## config.mk

```make
export PLATFORM = sky130hd
export DESIGN_NAME = mad_ctrl
export DESIGN_NICKNAME = d
export VERILOG_FILES = /design/src/rtl/core/min_axis_distance_mst_weight_defines.svh /design/src/rtl/core/mad_pkg.sv /design/src/rtl/core/mad_ctrl.sv
export SDC_FILE = /design/constraint.sdc
export NUM_CORES = 1
export LEC_CHECK = 0
export BUFFER_PORTS_ARGS = -buffer_cell sky130_fd_sc_hd__buf_2
export CAP_MARGIN = 0
export CORE_AREA = 2 2 39 41
export DETAILED_ROUTE_END_ITERATION = 8
export DIE_AREA = 0 0 41 43
export SYNTH_ARGS = -nofsm -noshare
export SYNTH_HDL_FRONTEND = slang
export SYNTH_SLANG_ARGS = --single-unit
```

## constraint.sdc

```tcl
create_clock -name clk -period 2.7 [get_ports clk]
set_input_delay 0.54 -clock clk [delete_from_list [all_inputs] [get_ports clk]]
set_output_delay 0.54 -clock clk [all_outputs]
set_load 0.1 [all_outputs]
```

## src/rtl/core/min_axis_distance_mst_weight_defines.svh

```systemverilog
// Assertion macros shared by the min-axis MST weight block.
`ifndef MIN_AXIS_DISTANCE_MST_WEIGHT_DEFINES_SVH
`define MIN_AXIS_DISTANCE_MST_WEIGHT_DEFINES_SVH
// Same-cycle implication, checked outside reset.
`define MAD_IMPLIES(label, ante, cons) \
	label: assert property (@(posedge clk) disable iff (!arst_n) (ante) |-> (cons)) \
		else $error("implication failed");
// Next-cycle implication, checked outside reset.
`define MAD_NEXT(label, ante, cons) \
	label: assert property (@(posedge clk) disable iff (!arst_n) (ante) |=> (cons)) \
		else $error("next-cycle implication failed");
`endif

```

## src/rtl/core/mad_pkg.sv

```systemverilog
// Types and constants of the min-axis MST weight block.
`timescale 1ns / 1ps
package mad_pkg;
	localparam int MAX_POINTS = 1024;
	localparam int COORD_BITS = 30;
	localparam int PTR_W = $clog2(MAX_POINTS);
	localparam int CNT_W = PTR_W + 1;
	localparam int WEIGHT_W = 31;
	localparam logic [WEIGHT_W-1:0] WEIGHT_MAX = '1;

	typedef struct packed {
		logic [COORD_BITS-1:0] coord_x;
		logic [COORD_BITS-1:0] coord_y;
		logic                  last_point;
	} point_t;

	typedef struct packed {
		logic [WEIGHT_W-1:0] tree_weight;
		logic                overflow_flag;
	} result_t;

	typedef enum logic [2:0] {
		S_LOAD, S_SETUP, S_SCAN, S_DRAIN1, S_DRAIN2, S_ACCUM, S_EMIT
	} state_t;

	typedef struct packed {
		logic load;
		logic start_pass;
		logic step;
		logic end_pass;
		logic emit;
	} cmd_t;

	typedef struct packed {
		logic scan_last;
		logic more_rounds;
	} status_t;
endpackage

```

## src/rtl/core/mad_ctrl.sv

```systemverilog
// Controller state machine of the min-axis MST weight block.
`timescale 1ns / 1ps
module mad_ctrl (
	input  logic            clk,
	input  logic            arst_n,
	input  logic            pt_valid,
	input  logic            last_point,
	output logic            pt_stall,
	input  logic            res_valid,
	input  logic            res_stall,
	input  mad_pkg::status_t st,
	output mad_pkg::cmd_t    cmd
);
	import mad_pkg::*;

	state_t state_q, state_d;

	always_ff @(posedge clk or negedge arst_n) begin
		if (!arst_n) begin
			state_q <= S_LOAD;
		end else begin
			state_q <= state_d;
		end
	end

	always_comb begin
		state_d = state_q;
		cmd = '0;
		pt_stall = 1'b1;
		case (state_q)
			S_LOAD: begin
				pt_stall = 1'b0;
				if (pt_valid) begin
					cmd.load = 1'b1;
					if (last_point) state_d = S_SETUP;
				end
			end
			S_SETUP: begin
				if (st.more_rounds) begin
					cmd.start_pass = 1'b1;
					state_d = S_SCAN;
				end else begin
					state_d = S_EMIT;
				end
			end
			S_SCAN: begin
				cmd.step = 1'b1;
				if (st.scan_last) state_d = S_DRAIN1;
			end
			S_DRAIN1: state_d = S_DRAIN2;
			S_DRAIN2: state_d = S_ACCUM;
			S_ACCUM: begin
				cmd.end_pass = 1'b1;
				state_d = S_SETUP;
			end
			S_EMIT: begin
				if (!res_valid || !res_stall) begin
					cmd.emit = 1'b1;
					state_d = S_LOAD;
				end
			end
			default: state_d = S_LOAD;
		endcase
	end
endmodule

```

==> reports/qor.yml <==
synth-adder-area-share: 0
place_inst: 52
synth_top_area_share: 0.299
hold_buffers: 0
post_cts_buffers: 0
avgSynthCellArea_sq_um: 10.1
rrSetupSlack_ns: 1.53
yosysSeqAreaShare: 0.299
syn_area_sq_um: 251
cts_root_buffer: "clkbuf_4"
core-area_sq_um: 1380
layout.nets: 49
gp_congestion: 0.730
synth_cell_types: 18
first_pass_iters: 3
cts_tree: "built"
dr.first_iter.drc_count: 4
hold_path_class: "primary input to asynchronous set/reset pin"
crit_type: "register to primary output"
ant_nets: 0
synth_compound_area_frac: 0.119
top_register: "state_q"
area_growth_pct: 37.3
instances_no_fill: 56
hold_violations: 0
die_area_sq_um: 1760
slew_headroom: 0.679
register_area_sq_um: 75.1
yosys-top-cells-area: "dfrtp_1 30%, buf_6 9.0%, nor3b_4 7.5%"
synth_top_area_cell: "dfrtp_1"
synth_top_family_by_area: "simple AND/OR/NAND/NOR gates"
num_rows: 14
fillCellCount: 163
antenna_found_initial: 0
die_h_microns: 43
setup-tns-final_ns: 0
dpl.hpwl_microns: 405
io_buffers: 13
grt_pass1_wl_microns: 828
antennaDiodeCount: 0
tightest_slew_ns: 0.485
syn_nets: 33
setup_viol: 0
drt-vias-per-instance: 4.04
drt-total-wl_microns: 536
fin_crit_sh: 0.810
largest_register_ffs: 3
drive_gt1_frac: 0.550
drc: 0
cts_buffers: 3
worstPathRequired_ns: 2.16
pin_count: 14
reg.largest.list: "state_q (3)"
synth_warnings: 0
worst-endpoint-arrival_ns: 1.65
die_width_microns: 41
fmaxAchievable_mhz: 457
fin_crit_ns: 2.19
end_kind: "primary output"
synth-seq-cells: 3
synthMuxAreaShare: 0
vias: 226
grt_pass1_vias: 195
cp-start-kind: "register"
cts_max_level: 1
clock-sinks: 3
routedWlPerCell_microns: 9.57
synth_xor_area_frac: 0.0348
synthCells: 25
clk_pin_slew_worst_paths_ns: 0.04
multi_input_area_sq_um: 151
gr-total-overflow: 0
synth-simple-area-share: 0.428
cp_max_fo: 9
start_util: 0.182
status: "completed"
ctsResizeCount: 0
cts_buffer_depth: 2
clk_latency_ns: 0.23
grt_use_total: 0.0824
grt_max_degree: 11
fin_skew_ns: 0.00240
slew_violations: 0
cap_violations: 0
rsz0062_at_grt: "false"
[per-stage QoR]
| step | area, sq um | utilization | worst slack, ns | hold WS, ns |
|---|---|---|---|---|
| 5_1_grt | 345 | 0.250 | 0.441 | 0.0828 |
| 4_1_cts | 345 | 0.250 | 0.494 | 0.0809 |
| 6_report | 345 | 0.250 | 0.512 | 0.0914 |
| 3_3_place_gp | 319 | 0.231 | 0.782 | 0.338 |
| 3_5_place_dp | 319 | 0.231 | 0.753 | 0.337 |
| 2_1_floorplan | 256 | - | 0.299 | 0.244 |
[final timing paths]
path	cells after the start	startpoint	to
setup / recovery	3	state_q[2]	cmd[4]
hold / removal	1	arst_n	state_q[0]
setup reg to reg	2	state_q[0]	state_q[0]
hold reg to reg	1	state_q[2]	state_q[1]
max in group asynchronous	1	arst_n	state_q[2]
min in group clk	2	st[1]	state_q[0]
[synth_stat cells]
cell and instances:
a21boi_0 1, nor3_1 1, buf_6 2, a221o_1 1, and3_2 1, or2b_1 2
and4bb_1 1, nor3b_4 1, nand2b_1 1, xnor2_1 1, nor2b_1 1, o22ai_1 2
nand2_1 2, nor2_2 1, dfrtp_1 3, and4b_2 1, or3_4 1, inv_1 2
[cell usage in the layout, fill, tap and decap left out, drive strengths merged]
cell	instances
nor3	1
a21boi	1
and4b	1
nor2b	1
or2b	2
and3	1
nand2b	1
nor3b	1
and4bb	1
inv	2
a221o	1
buf	13
xnor2	1
nor2	1
clkbuf	4
o22ai	2
or3	1
nand2	2
dfrtp	3
[cells by family after synthesis]
| family | Yosys count |
|---|---|
| buf+inv | 4 |
| flops | 3 |
| xor+xnor | 1 |
| simple gates | 13 |
| compound gates | 4 |
[final cells by class]
class                      count  area share
multi-input combinational     18       0.438
inverter                       2      0.0217
timing repair buffer          13       0.188
sequential                     3       0.217
tap                           16      0.0580
clock buffer                   4      0.0761
[critical path, cell delays in order (launching register included)]
cell     delay (ns)
dfrtp_1        0.48
or3_4          0.43
nor2_2         0.08
buf_2          0.42
[routing by layer]
layer	wire length, microns	up-vias	track usage
met5	0	-	0
met3	35	2	0.0314
met4	19	0	0.140
met2	248	10	0.0813
met1	232	96	0.0935
li1	-	118	-
Power is not shown: default switching activity piles up to over one toggle a cycle in this logic, so the estimate is an artifact.
